File: config.mk
export PLATFORM = sky130hd
export DESIGN_NAME = sorted_list_insert_delete
export DESIGN_NICKNAME = d
export VERILOG_FILES = /design/src/rtl/sli_pkg.sv /design/src/rtl/sli_cell.sv /design/src/rtl/sorted_list_insert_delete.sv
export SDC_FILE = /design/constraint.sdc
export NUM_CORES = 2
export LEC_CHECK = 0
export ABC_AREA = 1
export BUFFER_PORTS_ARGS = -buffer_cell sky130_fd_sc_hd__buf_2
export CORE_MARGIN = 1.5
export CORE_UTILIZATION = 60
export CTS_BUF_LIST = sky130_fd_sc_hd__clkbuf_8
export DETAILED_ROUTE_END_ITERATION = 10
export PLACE_DENSITY = 0.77
export SYNTH_ARGS = -nofsm -noshare
export SYNTH_HDL_FRONTEND = slang
export SYNTH_SLANG_ARGS = --single-unit
File: constraint.sdc
create_clock -name clk -period 3.5 [get_ports clk]
set_input_delay 0.7 -clock clk [delete_from_list [all_inputs] [get_ports clk]]
set_output_delay 0.7 -clock clk [all_outputs]
set_load 0.02 [all_outputs]
File: src/rtl/sli_pkg.sv
`timescale 1ns / 1ps
// Shared types, codes and sizing for the sorted insertion list.
// No dependencies; used by sli_cell, sorted_list_insert_delete, sli_list_monitor and the testbench top.
package sli_pkg;

    localparam int CAPACITY = 16;
    localparam int OCC_W    = $clog2(CAPACITY + 1);
    localparam int VALUE_W  = 32;
    localparam int POS_W    = 4;
    localparam int SIZE_W   = 5;

    typedef logic signed [VALUE_W-1:0] value_t;

    typedef enum logic [1:0] {
        CMD_INSERT = 2'd0,
        CMD_DELETE = 2'd1,
        CMD_READ   = 2'd2
    } cmd_t;

    typedef enum logic [1:0] {
        ST_OK   = 2'd0,
        ST_MISS = 2'd1,
        ST_FULL = 2'd2
    } status_t;

    // Broadcast to every cell for the beat being accepted.
    typedef struct packed {
        logic   insert;
        logic   del;
        logic   found;
        value_t value;
    } cell_ctrl_t;

endpackage

File: src/rtl/sli_cell.sv
`timescale 1ns / 1ps
// One slot of the sorted list: holds an entry, compares it with the command
// value and shifts toward either neighbor. Depends on sli_pkg.
module sli_cell
(
    input  logic                clk,
    input  logic                rst_n,
    input  sli_pkg::cell_ctrl_t ctrl,
    input  logic                left_keep,
    input  logic                left_valid,
    input  sli_pkg::value_t     left_entry,
    input  logic                right_valid,
    input  sli_pkg::value_t     right_entry,
    output logic                keep,
    output logic                match,
    output logic                valid,
    output sli_pkg::value_t     entry
);

    sli_pkg::value_t entry_reg;
    sli_pkg::value_t entry_next;
    logic            valid_reg;
    logic            valid_next;
    logic            load;

    // keep: this entry sorts strictly below the value and stays put
    assign keep  = valid_reg && (entry_reg < ctrl.value);
    assign match = valid_reg && (entry_reg == ctrl.value);
    assign valid = valid_reg;
    assign entry = entry_reg;

    always_comb
    begin
        load       = 1'b0;
        entry_next = entry_reg;
        valid_next = valid_reg;
        if (ctrl.insert && !keep)
        begin
            // first non-keep slot takes the new value, the rest move right
            load       = 1'b1;
            entry_next = left_keep ? ctrl.value : left_entry;
            valid_next = left_valid;
        end
        else if (ctrl.del && ctrl.found && !keep)
        begin
            // from the first match onward everything moves left
            load       = 1'b1;
            entry_next = right_entry;
            valid_next = right_valid;
        end
    end

    always_ff @(posedge clk or negedge rst_n)
    begin
        if (!rst_n)
        begin
            valid_reg <= 1'b0;
        end
        else if (load)
        begin
            valid_reg <= valid_next;
        end
    end

    always_ff @(posedge clk)
    begin
        if (load)
        begin
            entry_reg <= entry_next;
        end
    end

endmodule

File: src/rtl/sorted_list_insert_delete.sv
`timescale 1ns / 1ps
// Sorted insertion list: a row of sli_cell slots, all compared in parallel.
// The result beat is registered and appears in the cycle after the command beat.
// Throughput: one command per cycle while results drain; each cell compares and
// shifts once per beat. Reset: list empty, no result pending; entry storage
// itself is not cleared. Depends on sli_pkg and sli_cell.
module sorted_list_insert_delete
(
    input  logic        clk,
    input  logic        rst_n,
    input  logic        s_axis_tvalid,
    output logic        s_axis_tready,
    input  logic [39:0] s_axis_tdata,  // command[1:0], value[33:2], position[37:34], zero
    output logic        m_axis_tvalid,
    input  logic        m_axis_tready,
    output logic [39:0] m_axis_tdata   // status[1:0], read_value[33:2], size[38:34], zero
);

    localparam int CAP = sli_pkg::CAPACITY;

    logic                         accept;
    sli_pkg::cmd_t                cmd;
    sli_pkg::value_t              value;
    logic [sli_pkg::POS_W-1:0]    pos;
    sli_pkg::cell_ctrl_t          ctrl;
    logic                         has_room;

    logic [CAP-1:0]               keep_vec;
    logic [CAP-1:0]               match_vec;
    logic [CAP-1:0]               valid_vec;
    sli_pkg::value_t              entry_vec [CAP];

    logic [CAP:0]                 lkeep;
    logic [CAP:0]                 lvalid;
    sli_pkg::value_t              lentry [CAP+1];
    logic [CAP:0]                 rvalid;
    sli_pkg::value_t              rentry [CAP+1];

    logic [sli_pkg::OCC_W-1:0]    occ_reg;
    logic [sli_pkg::OCC_W-1:0]    occ_next;
    sli_pkg::status_t             status;
    sli_pkg::value_t              rd_value;
    logic                         rd_hit;
    sli_pkg::value_t              rd_sel;

    logic                         out_valid_reg;
    logic [39:0]                  out_data_reg;

    assign s_axis_tready = !out_valid_reg || m_axis_tready;
    assign accept        = s_axis_tvalid && s_axis_tready;
    assign cmd           = sli_pkg::cmd_t'(s_axis_tdata[1:0]);
    assign value         = s_axis_tdata[33:2];
    assign pos           = s_axis_tdata[37:34];
    assign has_room      = occ_reg < sli_pkg::OCC_W'(CAP);

    assign ctrl.insert = accept && (cmd == sli_pkg::CMD_INSERT) && has_room;
    assign ctrl.del    = accept && (cmd == sli_pkg::CMD_DELETE);
    assign ctrl.found  = |match_vec;
    assign ctrl.value  = value;

    // neighbor links; the head acts as if a smaller entry sat to its left
    assign lkeep[0]    = 1'b1;
    assign lvalid[0]   = 1'b1;
    assign lentry[0]   = value;
    assign rvalid[CAP] = 1'b0;
    assign rentry[CAP] = value;

    for (genvar i = 0; i < CAP; i++)
    begin : g_cell
        assign lkeep[i+1]  = keep_vec[i];
        assign lvalid[i+1] = valid_vec[i];
        assign lentry[i+1] = entry_vec[i];
        assign rvalid[i]   = valid_vec[i];
        assign rentry[i]   = entry_vec[i];

        sli_cell u_cell
        (
            .clk         (clk),
            .rst_n       (rst_n),
            .ctrl        (ctrl),
            .left_keep   (lkeep[i]),
            .left_valid  (lvalid[i]),
            .left_entry  (lentry[i]),
            .right_valid (rvalid[i+1]),
            .right_entry (rentry[i+1]),
            .keep        (keep_vec[i]),
            .match       (match_vec[i]),
            .valid       (valid_vec[i]),
            .entry       (entry_vec[i])
        );
    end

    // read select; valid bits form a thermometer so valid means pos < size
    always_comb
    begin
        rd_hit = 1'b0;
        rd_sel = '0;
        for (int i = 0; i < CAP; i++)
        begin
            if ((int'(pos) == i) && valid_vec[i])
            begin
                rd_hit = 1'b1;
                rd_sel = entry_vec[i];
            end
        end
    end

    always_comb
    begin
        status   = sli_pkg::ST_MISS;
        rd_value = '0;
        occ_next = occ_reg;
        case (cmd)
            sli_pkg::CMD_INSERT:
            begin
                if (has_room)
                begin
                    status   = sli_pkg::ST_OK;
                    occ_next = occ_reg + sli_pkg::OCC_W'(1);
                end
                else
                begin
                    status = sli_pkg::ST_FULL;
                end
            end
            sli_pkg::CMD_DELETE:
            begin
                if (ctrl.found)
                begin
                    status   = sli_pkg::ST_OK;
                    occ_next = occ_reg - sli_pkg::OCC_W'(1);
                end
            end
            sli_pkg::CMD_READ:
            begin
                if (rd_hit)
                begin
                    status   = sli_pkg::ST_OK;
                    rd_value = rd_sel;
                end
            end
            default:
            begin
                status = sli_pkg::ST_MISS;
            end
        endcase
    end

    always_ff @(posedge clk or negedge rst_n)
    begin
        if (!rst_n)
        begin
            occ_reg       <= '0;
            out_valid_reg <= 1'b0;
        end
        else
        begin
            if (accept)
            begin
                occ_reg       <= occ_next;
                out_valid_reg <= 1'b1;
            end
            else if (m_axis_tready)
            begin
                out_valid_reg <= 1'b0;
            end
        end
    end

    always_ff @(posedge clk)
    begin
        if (accept)
        begin
            out_data_reg <= {1'b0, sli_pkg::SIZE_W'(occ_next), rd_value, status};
        end
    end

    assign m_axis_tvalid = out_valid_reg;
    assign m_axis_tdata  = out_data_reg;

    a_occ_bound: assert property (@(posedge clk) disable iff (!rst_n)
        occ_reg <= sli_pkg::OCC_W'(CAP))
        else $error("occupancy above capacity");

    a_valid_count: assert property (@(posedge clk) disable iff (!rst_n)
        $countones(valid_vec) == int'(occ_reg))
        else $error("cell valid bits disagree with occupancy");

    a_size_match: assert property (@(posedge clk) disable iff (!rst_n)
        out_valid_reg |-> (out_data_reg[38:34] == sli_pkg::SIZE_W'(occ_reg)))
        else $error("pending size differs from occupancy");

    a_insert_grow: assert property (@(posedge clk) disable iff (!rst_n)
        (accept && (cmd == sli_pkg::CMD_INSERT) && has_room)
        |=> (occ_reg == $past(occ_reg) + sli_pkg::OCC_W'(1)))
        else $error("insert did not grow the list");

endmodule

==> results.sh <==
export IMPL_wire_length_of_the_first_global_routing_pass_um=258500
export IMPL_endpoint_kind="flip-flop"
export IMPL_design_portCount=86
export IMPL_syn_num_nets=6896
export IMPL_critical_path_class="reg2reg"
export IMPL_firstDrtPassIters=9
export IMPL_run_status="completed"
export IMPL_type_of_the_worst_min_delay_path="in2async"
export IMPL_cts_num_sinks=573
export IMPL_syn_instance_count=6338
export IMPL_dp_slack_ns=-0.1967
export IMPL_power_density_nw_per_um2=391.6
export IMPL_synth_cell_area_um2=46410
export IMPL_startpoint_type_of_the_worst_setup_path="flip-flop"
export IMPL_timing_max_transition_violations_final=0
export IMPL_timing_rr_start="g_cell[1].u_cell.entry[25]"
export IMPL_wl_per_cell_um=21.44
export IMPL_clock_skew_final_ns=0.04060
export IMPL_slew_headroom=0.4042
export IMPL_place_detailed_hpwl_um=131000
export IMPL_place_port_buffers=82
export IMPL_grt_remaining_overflow=0
export IMPL_multiInputGateArea_um2=26570
export IMPL_synth_ff_type="sky130_fd_sc_hd__edfxtp_1"
export IMPL_cts_buffers_inserted=103
export IMPL_via_per_inst=6.037
export IMPL_finalWorstPathRequiredPeriod_ns=3.273
export IMPL_fmaxAchievable_mhz=305.5
export IMPL_fraction_of_final_layout_cells_sized_beyond_drive_strength_1=0.1321
export IMPL_area_growth_pct=16.58
export IMPL_nFillCells=6234
export IMPL_r2r_depth=16
export IMPL_drt_drc_violations_left=0
export IMPL_synth_enable_flop_cells=551
export IMPL_post_cts_resized_instances=0
export IMPL_worst_skew_pair_late_latency_ns=0.78
export IMPL_worst_ir_drop_vdd_v=0.0003549
export IMPL_hold_viol_final=0
export IMPL_finalNetCount=7334
export IMPL_post_cts_buffers=0
export IMPL_row_count=101
export IMPL_worst_r2r_endpoint="g_cell[11].u_cell.entry[7]"
export IMPL_grt_usage=0.4287
export IMPL_sequential_cell_area_um2=17100
export IMPL_path_clk_slew_ns=0.07
export IMPL_starting_density=0.6090
export IMPL_endpoint="g_cell[11].u_cell.entry[7]"
export IMPL_yosysSeqAreaShare=0.3684
export IMPL_cts_tree="yes"
export IMPL_maximum_number_of_pins_on_one_net_before_global_route_repair=66
export IMPL_chipHeight_um=281.1
export IMPL_cts_htree_levels=3
export IMPL_post_route_period_util=0.9351
export IMPL_maxCapViolations=0
export IMPL_clockRootBuffer="sky130_fd_sc_hd__clkbuf_8"
export IMPL_ctsHoldBuffers=0
export IMPL_worst_slew_pin_transition_ns=0.8936
export IMPL_worst_r2r_setup_slack_ns=0.23
export IMPL_detailedRoute_firstIterationViolations=6467
export IMPL_routabilityCongestion=1.045
export IMPL_rsz_0062_raised_after_global_routing="no"
export IMPL_crit_path_start="g_cell[1].u_cell.entry[25]"
export IMPL_synth_seq_cells=573
export IMPL_die_outline_area_um2=79020
export IMPL_setup_viol=0
export IMPL_core_area_um2=76200
export IMPL_p_leak_nw=25.85
export IMPL_vias=47670
export IMPL_total_placed_instance_area_um2=52170
export IMPL_grt_pass1_vias=45350
export IMPL_routed_wirelength_um=169300
export IMPL_post_route_cell_area_um2=54100
export IMPL_async_sr_flop_fraction=0.03839
export IMPL_drtAntennaViolNets=0
export IMPL_antenna_found_initial=13
export IMPL_worst_ep_arrival_time_ns=3.73
export IMPL_final_common_cell="sky130_fd_sc_hd__nand2_1"
export IMPL_syn_area_per_cell_um2=7.322
export IMPL_flip_flop_count_of_the_largest_register_after_layout=512
export IMPL_cts_path_max_buffers=3
export IMPL_ys_types=44
export IMPL_layout_cells_most_common_list="sky130_fd_sc_hd__nand2_1, sky130_fd_sc_hd__edfxtp_1, sky130_fd_sc_hd__ha_1"
export IMPL_synth_warning_count=0
export IMPL_data_required_time_at_the_worst_endpoint_ns=3.96
export IMPL_die_width_um=281.1
export IMPL_crit_path_max_fanout=9
export IMPL_fin_worst_hold_slack_ns=0.05975
export IMPL_layout_setup_ws_ns=0.2271
cells in the mapped netlist, types with 3 or more instances:
cell                          n  area, um2
sky130_fd_sc_hd__a211oi_1     4      30.03
sky130_fd_sc_hd__a21o_1       7      52.55
sky130_fd_sc_hd__a21oi_1    326       1632
sky130_fd_sc_hd__and2_1       3      18.77
sky130_fd_sc_hd__buf_1       13      48.80
sky130_fd_sc_hd__buf_2      133      665.6
sky130_fd_sc_hd__buf_4       33      247.7
sky130_fd_sc_hd__buf_6       10      112.6
sky130_fd_sc_hd__clkbuf_1   116      435.4
sky130_fd_sc_hd__dfrtp_1     22      550.5
sky130_fd_sc_hd__edfxtp_1   551      16550
sky130_fd_sc_hd__ha_1       514       6431
sky130_fd_sc_hd__inv_1      324       1216
sky130_fd_sc_hd__inv_2       24      90.09
sky130_fd_sc_hd__nand2_1   2715      10190
sky130_fd_sc_hd__nand2_2     14      87.58
sky130_fd_sc_hd__nand2_4      3      33.78
sky130_fd_sc_hd__nand3_1    176      880.8
sky130_fd_sc_hd__nand3_2     20      200.2
sky130_fd_sc_hd__nand3b_1    16      120.1
sky130_fd_sc_hd__nand4_1    171       1070
sky130_fd_sc_hd__nor2_1     402       1509
sky130_fd_sc_hd__nor2_2       4      25.02
sky130_fd_sc_hd__nor2_4       3      33.78
sky130_fd_sc_hd__nor3_1      13      65.06
sky130_fd_sc_hd__o211ai_1    70      525.5
sky130_fd_sc_hd__o21a_1      38      285.3
sky130_fd_sc_hd__o21ai_0    305       1526
sky130_fd_sc_hd__o21ai_1    252       1261
sky130_fd_sc_hd__o21ai_2     32      280.3
sky130_fd_sc_hd__o21bai_1     8      60.06
worst max-delay path, stage by stage (launching register included):
cell                       delay, ns
sky130_fd_sc_hd__edfxtp_1       0.51
sky130_fd_sc_hd__ha_1           0.36
sky130_fd_sc_hd__nand2_1        0.06
sky130_fd_sc_hd__nor2_1         0.22
sky130_fd_sc_hd__nand2_1        0.17
sky130_fd_sc_hd__nor2_1         0.17
sky130_fd_sc_hd__nand3_1        0.13
sky130_fd_sc_hd__nand2_1        0.10
sky130_fd_sc_hd__nor2_1         0.07
sky130_fd_sc_hd__buf_4          0.13
sky130_fd_sc_hd__nand2_2        0.15
sky130_fd_sc_hd__nor2_4         0.08
sky130_fd_sc_hd__nor2_8         0.15
sky130_fd_sc_hd__buf_4          0.21
sky130_fd_sc_hd__nand2_1        0.10
sky130_fd_sc_hd__nand2_2        0.14
sky130_fd_sc_hd__buf_4          0.21
per-layer routing:
layer	routed length [um]	global-route usage
met1	61890	0.5406
met3	20730	0.08388
met5	50	0
met2	71940	0.6521
met4	14690	0.3218
worst min-delay path by stage:
stage	start	end	slack (ns)	depth (start not counted)
after detailed placement	m_axis_tvalid	m_axis_tvalid	0.50	2
after global placement	m_axis_tvalid	m_axis_tvalid	0.49	2
after floorplan	rst_n	g_cell[0].u_cell.valid	0.40	0
after global routing	rst_n	m_axis_tvalid	0.07	1
final	rst_n	g_cell[8].u_cell.valid	0.06	1
after CTS	rst_n	m_axis_tvalid	0.04	1
where the power goes:
part           total [W]  switching [W]  leakage (nW)  internal [W]
Clock            0.00619        0.00318          1.13       0.00301
Sequential       0.00859       0.000531          5.35       0.00806
Combinational    0.00640        0.00413          19.4       0.00227
metrics by stage:
stage                     setup TNS [ns]  utilization  power (W)  std cells
after floorplan                        0            -    0.01240       6338
after global placement            -65.10       0.6846    0.01467       7701
final                                  0       0.7099    0.02118       7896
after detailed placement          -72.69       0.6846    0.01487       7701
after global routing                   0       0.7099    0.02207       7894
after CTS                              0       0.7098    0.02096       7891
layout make-up:
type / count / share of cell area
clock buffer: 111 / 0.02824
tap: 1030 / 0.02382
antenna: 5 / 0.0002313
clock inverter: 79 / 0.007147
timing repair buffer: 640 / 0.1091
sequential: 573 / 0.3160
multi-input combinational: 5108 / 0.4911
inverter: 350 / 0.02433
cell families after synthesis:
group	after synthesis	share of synthesized area
simple gates	3549	0.3094
compound gates	1043	0.1222
buf+inv	657	0.06112
flops	573	0.3684
fa+ha+maj	514	0.1386
xor+xnor	1	0.0001888
other cells	1	0.00008081
No activity file was read; power rests on OpenSTA's default activity.
